==> src/hdl/ksds_pkg.sv <==
// ---------------------------------------------------------------------------
// Karplus-Strong dual string package
// Shared types, codes and defaults for the dual string unit.
// ---------------------------------------------------------------------------
`default_nettype none
package ksds_pkg;
   localparam int unsigned MAX_LENGTH_DEF = 4096;
   localparam int unsigned BLOCK_LEN_DEF  = 256;

   typedef enum logic [1:0] {
      CMD_LOAD    = 2'd0,
      CMD_TICK    = 2'd1,
      CMD_RELEASE = 2'd2,
      CMD_START   = 2'd3
   } cmd_type;

   typedef enum logic [2:0] {
      REG_DAMP_A   = 3'd0,
      REG_DAMP_B   = 3'd1,
      REG_FB_A     = 3'd2,
      REG_FB_B     = 3'd3,
      REG_GAIN_A   = 3'd4,
      REG_GAIN_B   = 3'd5,
      REG_INVERT   = 3'd6,
      REG_DECAY    = 3'd7
   } reg_index_type;

   // Commands from the controller to the datapath, one step each.
   typedef struct packed {
      logic load;      // append excitation word
      logic start;     // start note
      logic release_n; // release note
      logic rd;        // issue line reads for a tick
      logic filt;      // lowpass on read data
      logic fbk;       // feedback product, write back
      logic mix;       // mix products
      logic fin;       // release scaling, peak, result
   } ctl_type;
endpackage
`default_nettype wire

==> src/hdl/ksds_ctrl.sv <==
// ---------------------------------------------------------------------------
// Dual string controller
// Sequences each word through the datapath and runs the handshakes.
// ---------------------------------------------------------------------------
`default_nettype none
module ksds_ctrl (
   input  wire logic              clock,
   input  wire logic              reset,
   input  wire logic              req_valid,
   output logic                   req_stall,
   input  wire logic [1:0]        req_cmd,
   output logic                   rsp_valid,
   input  wire logic              rsp_stall,
   output ksds_pkg::ctl_type      ctl
);
   import ksds_pkg::*;

   typedef enum logic [5:0] {
      ST_IDLE = 6'b000001,
      ST_RD   = 6'b000010,
      ST_FILT = 6'b000100,
      ST_FBK  = 6'b001000,
      ST_MIX  = 6'b010000,
      ST_FIN  = 6'b100000
   } state_type;

   state_type state_ff, state_in;
   logic rv_ff, rv_in;
   logic acc;
   cmd_type cmd;

   assign cmd = cmd_type'(req_cmd);
   // A new word enters only when idle and the result register is empty or
   // being taken in the same cycle.
   assign req_stall = (state_ff != ST_IDLE) || (rv_ff && rsp_stall);
   assign acc = req_valid && !req_stall;
   assign rsp_valid = rv_ff;

   always_comb begin
      ctl = '0;
      state_in = state_ff;
      rv_in = rv_ff && rsp_stall;
      unique case (state_ff)
         ST_IDLE: begin
            if (acc) begin
               unique case (cmd)
                  CMD_LOAD:    begin ctl.load = 1'b1; rv_in = 1'b1; end
                  CMD_RELEASE: begin ctl.release_n = 1'b1; rv_in = 1'b1; end
                  CMD_START:   begin ctl.start = 1'b1; rv_in = 1'b1; end
                  CMD_TICK:    begin ctl.rd = 1'b1; state_in = ST_RD; end
                  default:     ;
               endcase
            end
         end
         ST_RD:   begin ctl.filt = 1'b1; state_in = ST_FILT; end
         ST_FILT: begin ctl.fbk = 1'b1; state_in = ST_FBK; end
         ST_FBK:  begin ctl.mix = 1'b1; state_in = ST_MIX; end
         ST_MIX:  begin
            if (!(rv_ff && rsp_stall)) begin
               ctl.fin = 1'b1; rv_in = 1'b1; state_in = ST_IDLE;
            end
         end
         default: state_in = ST_IDLE;
      endcase
   end

   always_ff @(posedge clock) begin
      if (reset) begin
         state_ff <= ST_IDLE;
         rv_ff <= 1'b0;
      end else begin
         state_ff <= state_in;
         rv_ff <= rv_in;
      end
   end
endmodule
`default_nettype wire
==> config.mk <==
export PLATFORM = sky130hd
export DESIGN_NAME = ksds_ctrl
export DESIGN_NICKNAME = d
export VERILOG_FILES = /design/src/hdl/ksds_pkg.sv /design/src/hdl/ksds_ctrl.sv
export SDC_FILE = /design/constraint.sdc
export NUM_CORES = 1
export LEC_CHECK = 0
export ABC_AREA = 0
export BUFFER_PORTS_ARGS = -buffer_cell sky130_fd_sc_hd__buf_2
export CAP_MARGIN = 25
export CORE_AREA = 2 2 39 41
export CTS_BUF_LIST = sky130_fd_sc_hd__clkbuf_4 sky130_fd_sc_hd__clkbuf_8
export DETAILED_ROUTE_END_ITERATION = 7
export DIE_AREA = 0 0 41 43
export HOLD_SLACK_MARGIN = 0.08
export PLACE_DENSITY_LB_ADDON = 0.12
export SLEW_MARGIN = 5
export SYNTH_ARGS = -nofsm -noshare
export SYNTH_HDL_FRONTEND = slang
export SYNTH_SLANG_ARGS = --single-unit
==> constraint.sdc <==
create_clock -name clock -period 1.63 [get_ports clock]
set_input_delay 0 -clock clock [delete_from_list [all_inputs] [get_ports clock]]
set_output_delay 0 -clock clock [all_outputs]
set_load 0.05 [all_outputs]
==> results of run 1 <==
-- cells by family (layout without fill, tap and decap cells) --
logic type             after synthesis  count (layout)
flip-flops                           6               6
AO/OA/AOI/OAI                        6               6
XOR/XNOR                             1               1
buffers and inverters                1              26
AND/OR/NAND/NOR                     28              28
-- worst reg2reg max path, stage by stage (launching register included) --
cell	delay, ps
dfxtp_1	380
nor3_4	210
buf_4	150
buf_4	100
nand4b_2	100
a311o_1	330
-- per-stage QoR --
stage	instance area (µm²)	setup WS [ps]	power [mW]	hold slack, ps	utilization [%]
6_report	563.0	126.7	0.4064	91.54	40.69
5_1_grt	563.0	40.71	0.4295	106.5	40.69
2_1_floorplan	370.4	48.40	0.2295	69.41	-
4_1_cts	555.5	90.81	0.4083	93.00	40.14
3_5_place_dp	465.4	167.0	0.2554	260.4	33.63
3_3_place_gp	465.4	183.4	0.2564	269.7	33.63
-- report_power, final --
part	switching [mW]	internal, mW	total, mW	leakage, nW
Sequential	0.00496	0.152	0.157	0.0488
Clock	0.0570	0.0835	0.141	0.0138
Combinational	0.0679	0.0411	0.109	0.229
Total	0.130	0.277	0.406	0.292
-- state kept, by name (all words and copies together) (netlist names) --
register   count
state_ff       5
rsp_valid      1
-- area by class of cell --
class | count | area share, %
Timing Repair Buffer | 22 | 25.33
Clock buffer | 3 | 4.000
Inverter | 1 | 0.6667
Tap cell | 16 | 3.556
Multi-Input combinational cell | 35 | 45.11
Sequential cell | 6 | 21.33
-- synth_stat cells (all sizes together) --
cell type / instances
nor2: 6
nand4b: 1
nand3: 2
o211a: 1
xor2: 1
and4bb: 1
dfxtp: 6
inv: 1
nor2b: 3
nor3b: 1
nand2: 3
nand4: 2
a311o: 1
nor3: 4
and3: 1
a211oi: 1
nand3b: 2
a31oi: 1
o21ai: 1
o211ai: 1
and2: 1
nand2b: 1
-- what timing repair did --
| action | 4_1_cts | 5_1_grt |
|---|---|---|
| pin swaps | 1 | 1 |
| resized for setup | 2 | 2 |
| hold buffers | 4 | 0 |
| endpoints found under the setup margin | 3 | 3 |
| setup buffers | 3 | 0 |
| endpoints found under the hold margin | 6 | 0 |
-- layer usage --
| layer | track usage, % | up-vias | part of all wire, % | routed length [µm] |
|---|---|---|---|---|
| met1 | 15.21 | 176 | 49 | 424 |
| li1 | - | 211 | - | - |
| met2 | 15.31 | 8 | 47 | 402 |
| met4 | 6.000 | 0 | 0 | 0 |
| met3 | 4.712 | 0 | 3.9 | 34 |
| met5 | 0 | - | 0 | 0 |
-- worst paths after layout --
check	from	endpoint	slack (ps)	cells past startpoint
max	state_ff[2]	ctl[5]	130	4
min	req_cmd[1]	state_ff[1]	90	3
max reg2reg	state_ff[2]	state_ff[0]	240	5
min reg2reg	rsp_valid	rsp_valid	540	2
==> results.md, run 1 <==
* Worst setup EP type: output pin
* Post-DR wirelength/cell at 10.39 µm
* Total Wirelength at around 860 µm
* Fill count at between 100 and 150
* DRC violations left at 0
* Leakage at between 0.2 and 0.3 nW
* Iteration-0 DRC Markers at 8
* RSZ-0062 raised after global routing: false
* Row cnt at 14
* Grt ovf at 0
* Crit path max-delay cell type: dfxtp_1
* Pwr dens at about 720 mW/mm²
* Complex-gate fraction of the synthesized area at 13.03%
* Multi-input logic area at about 250 µm²
* Synth area leaders: dfxtp_1, nor2_1, nor2b_1, nor3_4, nor3_1
* Worst setup SP type: register
* Final Setup Violations at 0
* Post-Synthesis Net Count at 48
* Buffers on Ports at 15
* Via count at roughly 400
* Area delta synth->final at 58.45%
* Dpl cells at 73
* I/O pin count at 16
* CP max FO at 6
* Netlist cell types at 23
* Vias in the first global route at 329
* Post-synth top area share at about a third
* Synth Cell Area at ~360 µm²
* WS Path Type: reg2out
* Worst-path cell chain: nor3_4 > nand4_1 > nor3b_2 > buf_4
* 1st-pass router iterations at 4
* Pin count of the biggest net entering global routing at 7
* Post-synthesis mux area share at 0%
* Max Fclk at 665.2 MHz
* Commonest non-fill, non-tap cells in the layout: buf_2, nor2_1, dfxtp_1
* Crit path max-delay family: simple AND/OR/NAND/NOR gates
* GPL Wtd Cong at approximately 0.74
* WP data required at around 1600 ps
* First-pass GRT wire length at 1.331 mm
* Outcome: finished clean
* CTS tree: yes
* Period utilization at between 90% and 100%
* Worst-path clk slew at around 50 ps
* Total GRT Usage at between 10% and 20%
* Hold Path Class: in2reg
* Post-layout min period at 1503 ps
* Pins Over Slew Limit at 0
* Worst clock skew at 2.599 ps
* Ant diodes at 0
* Post-synthesis xor/xnor area fraction at between 2 and 2.5%
* Seq cells post-synth at 6
* Worst Tran Pin Value at ~260 ps
* Area leader, netlist: dfxtp_1
* Largest family of logic cells by synthesized area: simple AND/OR/NAND/NOR gates
* Synth Area in Simple Gates at between 40% and 50%
* HPWL Detailed at approximately 630 µm
* Fin. Hold Viols at 0
* Chip width at ~40 µm
* Core ar. at between 0.001 and 0.0015 mm²
* Die height at between 40 and 50 µm
* Critical path's largest stage delay at between 300 and 400 ps
* Nets@finish at 75
* Critical path data arrival time at approximately 1500 ps
* Vias/cell at 4.759
* Leading cell type in the layout, fill and taps excluded: buf_2
* Initial antenna violation count at 0
* Ratio of cells with drive above 1 in the final layout at about 43%
* Non-filler instance count after layout at between 80 and 90
* Sequential cell area at between 100 and 150 µm²
* Clock buffer depth at 2
* CTS buffer count at 3
* Syn Area/Cell at roughly 8.5 µm²
* Clock Sinks at 6
* Antenna Nets Post-Route at 0
* Yosys warnings at 0
* Maximum vdd ir drop at between 0.0003 and 0.0004 V
* Number of H-tree levels at 1
* Die area at ~0.0018 mm²
* Effective utilization at floorplan at between 20% and 30%
* Crit path buffers/inverters at 1
* Adder-Cell Fraction of Synth Area at 0%
* Max-cap violations at 0
* Clock Tree Root: clkbuf_4
* Slew HR at ~82%
* Seq/Total Area, Yosys at 33.80%
* Post-synthesis instance total at 42
* Setup TNS at 0 ps
* Worst skew pair latency at around 240 ps
Note: power is estimated with default switching activity, not from simulation.
==> run 2: changes to the inputs <==
CELL_PAD_IN_SITES_DETAIL_PLACEMENT = 1   (was default)
CELL_PAD_IN_SITES_GLOBAL_PLACEMENT = 2   (was default)
CORE_AREA = default   (was 2 2 39 41)
CORE_UTILIZATION = 25   (was default)
DIE_AREA = default   (was 0 0 41 43)
==> results.md, run 2 (synthesis gave the netlist of run 1 again) <==
* WS Path Type: reg2out
* Largest register FFs at 5 (unchanged)
* Antenna Nets Post-Route at 0 (unchanged)
* Non-filler instance count after layout at 80 (-3.6%)
* Sequential cell area at 120.1 µm² (unchanged)
* Clock Tree Root: clkbuf_4
* Effective utilization at floorplan at 26.97% (+1.3 points)
* Post-DP Area at 464.2 µm² (-0.27%)
* Period utilization at 92.86% (+0.64 points)
* GPL Wtd Cong at 0.7055 (-4.0%)
* Worst Hold Launch: req_cmd[0]
* Initial antenna violation count at 0 (unchanged)
* Pin count of the biggest net entering global routing at 7 (unchanged)
* Max Fclk at 660.7 MHz (-0.68%)
* Worst r2r dst: state_ff[0]
* Maximum vdd ir drop at 0.0004461 V (+20%)
* Crit path max-delay family: simple AND/OR/NAND/NOR gates
* Worst Tran Pin Value at 268.7 ps (+3.778 ps)
* Leading cell type in the layout, fill and taps excluded: buf_2
* Grt ovf at 0 (unchanged)
* Slew HR at 82.06% (-0.25 points)
* Reg2Reg Setup Slack at 340 ps (+100 ps)
* Top reg by flops: state_ff
* Max-cap violations at 0 (unchanged)
* Pins Over Slew Limit at 0 (unchanged)
* Ratio of cells with drive above 1 in the final layout at 43.08% (-0.21 points)
* Fin. Hold Viols at 0 (unchanged)
* Hold Path Sink: state_ff[1]
* Number of H-tree levels at 1 (unchanged)
* Worst skew pair latency at 240 ps (about the same)
* Hold Path Depth at 3 (unchanged)
* First-pass GRT wire length at 1.345 mm (+1.1%)
* Post-DR wirelength/cell at 11.74 µm (+13%)
* Iteration-0 DRC Markers at 4 (-4)
* Total GRT Usage at 13.83% (+2.4 points)
* Vias in the first global route at 321 (-2.4%)
* Row cnt at 13 (-1)
* Reg2Reg Depth at 4 (-1)
* DRC violations left at 0 (unchanged)
* Post-route cell area at 541.8 µm² (-3.8%)
* Hold Path Class: in2reg
* Met3 wire length at 54 µm (+59%)
* I/O pin count at 16 (unchanged)
* Critical path data arrival time at 1510 ps (about the same)
* Crit path buffers/inverters at 1 (unchanged)
* Clock buffer depth at 2 (unchanged)
* Die height at 39.70 µm (-7.7%)
* Fill count at 166 (+15%)
* Worst-path cell chain: nor2b_4 > nand4_1 > nor3b_2 > buf_4
* Worst clock skew at 5.236 ps (+2.637 ps)
* Uppermost routed layer: met4
* CTS tree: yes
* Pwr dens at 741.2 mW/mm² (+2.7%)
* Ant diodes at 0 (unchanged)
* Worst setup EP type: output pin
* Core ar. at 0.001318 mm² (-4.8%)
* Final core occ at 41.12% (+0.43 points)
* Area delta synth->final at 52.46%
* DRT met1 WL at 413 µm (-2.6%)
* Multi-input logic area at 254.0 µm² (unchanged)
* Total Wirelength at 939 µm (+8.9%)
* Crit path max-delay cell type: dfxtp_1
* Die area at 0.001576 mm² (-11%)
* 1st-pass router iterations at 4 (unchanged)
* Met2 wire length at 460 µm (+14%)
* Worst-path clk slew at 50 ps (about the same)
* Critical path's largest stage delay at 390 ps (about the same)
* Vias/cell at 5.038 (+5.9%)
* WP data required at 1630 ps (about the same)
* Via count at 403 (+2.0%)
* CP max FO at 6 (unchanged)
* Worst setup SP type: register
* Final Setup Violations at 0 (unchanged)
* Chip width at 39.70 µm (-3.2%)
* Leakage at 0.2841 nW (-2.6%)
* Nets@finish at 73 (-2.7%)
* CTS buffer count at 3 (unchanged)
* Outcome: finished clean
* Critical R2R Launch: state_ff[2]
* Clock Sinks at 6 (unchanged)
* Commonest non-fill, non-tap cells in the layout: buf_2, nor2_1, dfxtp_1
* Buffers on Ports at 15 (unchanged)
* Dpl cells at 72 (-1.4%)
* Post-layout min period at 1514 ps (+10.35 ps)
* HPWL Detailed at 733.3 µm (+17%)
[run 2: how the worst max path moves through the flow]
stage,depth (start not counted),slack [ps],endpoint,startpoint
after floorplan,3,50,ctl[5],state_ff[1]
after global placement,4,200,ctl[5],state_ff[1]
after detailed placement,4,130,ctl[5],state_ff[1]
after CTS,4,30,ctl[5],state_ff[0]
after global routing,4,-4,ctl[7],state_ff[0]
final,4,120,ctl[5],state_ff[0]
[run 2: cell type report]
type,instances,area share [%]
multi-input combinational,35,46.88
sequential,6,22.17
timing repair buffer,20,22.63
inverter,1,0.6928
tap,15,3.464
clock buffer,3,4.157
[run 2: where the power goes]
part	switching [mW]	leakage [nW]	total (mW)	internal (mW)
Clock	0.0519	0.0138	0.135	0.0831
Sequential	0.00554	0.0488	0.158	0.152
Combinational	0.0688	0.221	0.109	0.0401
[run 2: repair_timing]
item	in CTS	in global routing
setup buffers	1	1
setup endpoints to repair	3	3
hold buffers	3	0
pin swaps	1	1
hold endpoints to repair	6	0
gates resized for setup	2	1
[run 2: tightest hold or removal path: cells and delay by family]
family | cells | cell delay (ps)
buf+inv | 1 | 130
simple gates | 2 | 150
[run 2: per-stage QoR]
stage                     worst slack, ps  hold slack [ps]  setup TNS [ps]  power [mW]
after floorplan                     48.40            69.41               0      0.2295
after global placement              195.0            260.2               0      0.2548
after detailed placement            129.8            265.1               0      0.2575
after CTS                           30.69            85.83               0      0.4031
after global routing               -3.770            104.0          -3.770      0.4291
final                               116.3            87.08               0      0.4016
[run 2: routing by layer]
layer / vias up / track usage [%]
met5: - / 0
li1: 205 / -
met2: 12 / 20.08
met3: 2 / 10.23
met1: 184 / 15.15
met4: 0 / 5.172
==> run 3: changes to the inputs <==
CELL_PAD_IN_SITES_DETAIL_PLACEMENT = 0   (was 1)
CELL_PAD_IN_SITES_GLOBAL_PLACEMENT = 1   (was 2)
CORE_AREA = 2 2 39 41   (was default)
CORE_UTILIZATION = default   (was 25)
DIE_AREA = 0 0 41 43   (was default)
==> results.md, run 3 (synthesis gave the netlist of run 1 again) <==
* CTS tree: yes
* Leakage at 0.2832 nW (-0.31%)
* Maximum vdd ir drop at 0.0002513 V (-44%)
* Hold Path Class: in2reg
* Chip width at 41 µm (+3.3%)
* Worst Tran Pin Value at 255.9 ps (-12.80 ps)
* Pwr dens at 740.5 mW/mm² (about the same)
* 1st-pass router iterations at 4 (unchanged)
* Clock Tree Root: clkbuf_4
* Post-layout min period at 1490 ps (-23.33 ps)
* Worst-path clk slew at 50 ps (about the same)
* Clock buffer depth at 2 (unchanged)
* Pins Over Slew Limit at 0 (unchanged)
* Pre-CTS setup slack at 191.3 ps (+61.46 ps)
* Max-cap violations at 0 (unchanged)
* CP max FO at 6 (unchanged)
* Buffers on Ports at 15 (unchanged)
* Row cnt at 14 (+1)
* WS Path Type: reg2out
* Number of H-tree levels at 1 (unchanged)
* Hold WS at 88.11 ps (+1.029 ps)
* Top reg by flops: state_ff
* Nets@finish at 73 (unchanged)
* Outcome: finished clean
* DRC violations left at 0 (unchanged)
* Period utilization at 91.43% (-1.4 points)
* Leading cell type in the layout, fill and taps excluded: buf_2
* Core ar. at 0.001384 mm² (+5.0%)
* Worst setup SP type: register
* Commonest non-fill, non-tap cells in the layout: buf_2, nor2_1, dfxtp_1
* First-pass GRT wire length at 1.400 mm (+4.1%)
* Setup TNS at 0 ps (unchanged)
* Largest register FFs at 5 (unchanged)
* Max Fclk at 671.0 MHz (+1.6%)
* Clock Sinks at 6 (unchanged)
* Worst setup EP type: output pin
* Final Setup Violations at 0 (unchanged)
* Antenna Nets Post-Route at 0 (unchanged)
* GPL Wtd Cong at 0.6966 (-1.3%)
* Area delta synth->final at 53.52%
* Fin. Hold Viols at 0 (unchanged)
* Iteration-0 DRC Markers at 7 (+3)
* Fill count at 156 (-6.0%)
* Grt ovf at 0 (unchanged)
* Critical path data arrival time at 1490 ps (-20 ps)
* Worst setup margin at 139.7 ps (+23.33 ps)
* Effective utilization at floorplan at 25.68% (-1.3 points)
* Slew HR at 82.92% (+0.85 points)
* Vias/cell at 4.889 (-3.0%)
* Die area at 0.001763 mm² (+12%)
* Post-DR wirelength/cell at 11.20 µm (-4.6%)
* Worst clock skew at 0.2265 ps (-5.009 ps)
* RSZ-0062 raised after global routing: false
* Vias in the first global route at 339 (+5.6%)
* Total Wirelength at 907 µm (-3.4%)
* Ant diodes at 0 (unchanged)
* HPWL Detailed at 652.7 µm (-11%)
* Die height at 43 µm (+8.3%)
* CTS buffer count at 3 (unchanged)
* WP data required at 1630 ps (about the same)
* Via count at 396 (-1.7%)
* Total GRT Usage at 12.08% (-1.7 points)
* I/O pin count at 16 (unchanged)
* Total power at 0.4040 mW (+0.60%)
* Worst skew pair latency at 240 ps (about the same)
* Ratio of cells with drive above 1 in the final layout at 43.08% (unchanged)
* Pin count of the biggest net entering global routing at 7 (unchanged)
* Initial antenna violation count at 0 (unchanged)
## run 3: critical path, stage by stage (launching register included)
cell and delay, ps:
dfxtp_1 400, nor2b_4 220, nand4_1 200, nor3b_2 220, buf_4 210
## run 3: per-stage QoR
| step | area [µm²] | std cells | util [%] |
|---|---|---|---|
| detailed placement | 465.4 | 73 | 33.63 |
| global route | 545.5 | 81 | 39.42 |
| finish | 545.5 | 81 | 39.42 |
| CTS | 535.5 | 81 | 38.70 |
| global placement | 465.4 | 73 | 33.63 |
| floorplan | 370.4 | 42 | - |
## run 3: layout make-up
type	count	area, µm²	share of cell area [%]
sequential	6	120.1	22.02
clock buffer	3	22.52	4.128
inverter	1	3.754	0.6881
tap	16	20.02	3.670
multi-input combinational	35	254.0	46.56
timing repair buffer	20	125.1	22.94
## run 3: worst paths after layout
check              start           to  slack [ps]  cells after the start
max          state_ff[0]       ctl[5]         140                      4
min            rsp_stall    rsp_valid          90                      3
max reg2reg  state_ff[2]  state_ff[0]         250                      5
min reg2reg    rsp_valid    rsp_valid         550                      2
## run 3: what timing repair did
item / CTS / global route
pin swaps: 1 / 1
hold buffers: 3 / 0
gates resized for setup: 1 / 3
endpoints found under the setup margin: 2 / 3
buffers inserted: 2 / 0
hold endpoints to repair: 6 / 0
cloned: 0 / 0
## run 3: report_power, final
group / internal, mW / leakage [nW] / switching, mW
registers: 0.152 / 0.0488 / 0.00538
clock network: 0.0835 / 0.0138 / 0.0565
logic: 0.0386 / 0.221 / 0.0681
total: 0.274 / 0.283 / 0.130
## run 3: metal layers
layer / share of wire (%) / wire length, µm / GRT usage [%]
met3: 9.2 / 83 / 3.141
met1: 45 / 405 / 15.58
met4: 0.88 / 8 / 8.000
met5: 0 / 0 / 0
met2: 45 / 410 / 16.88
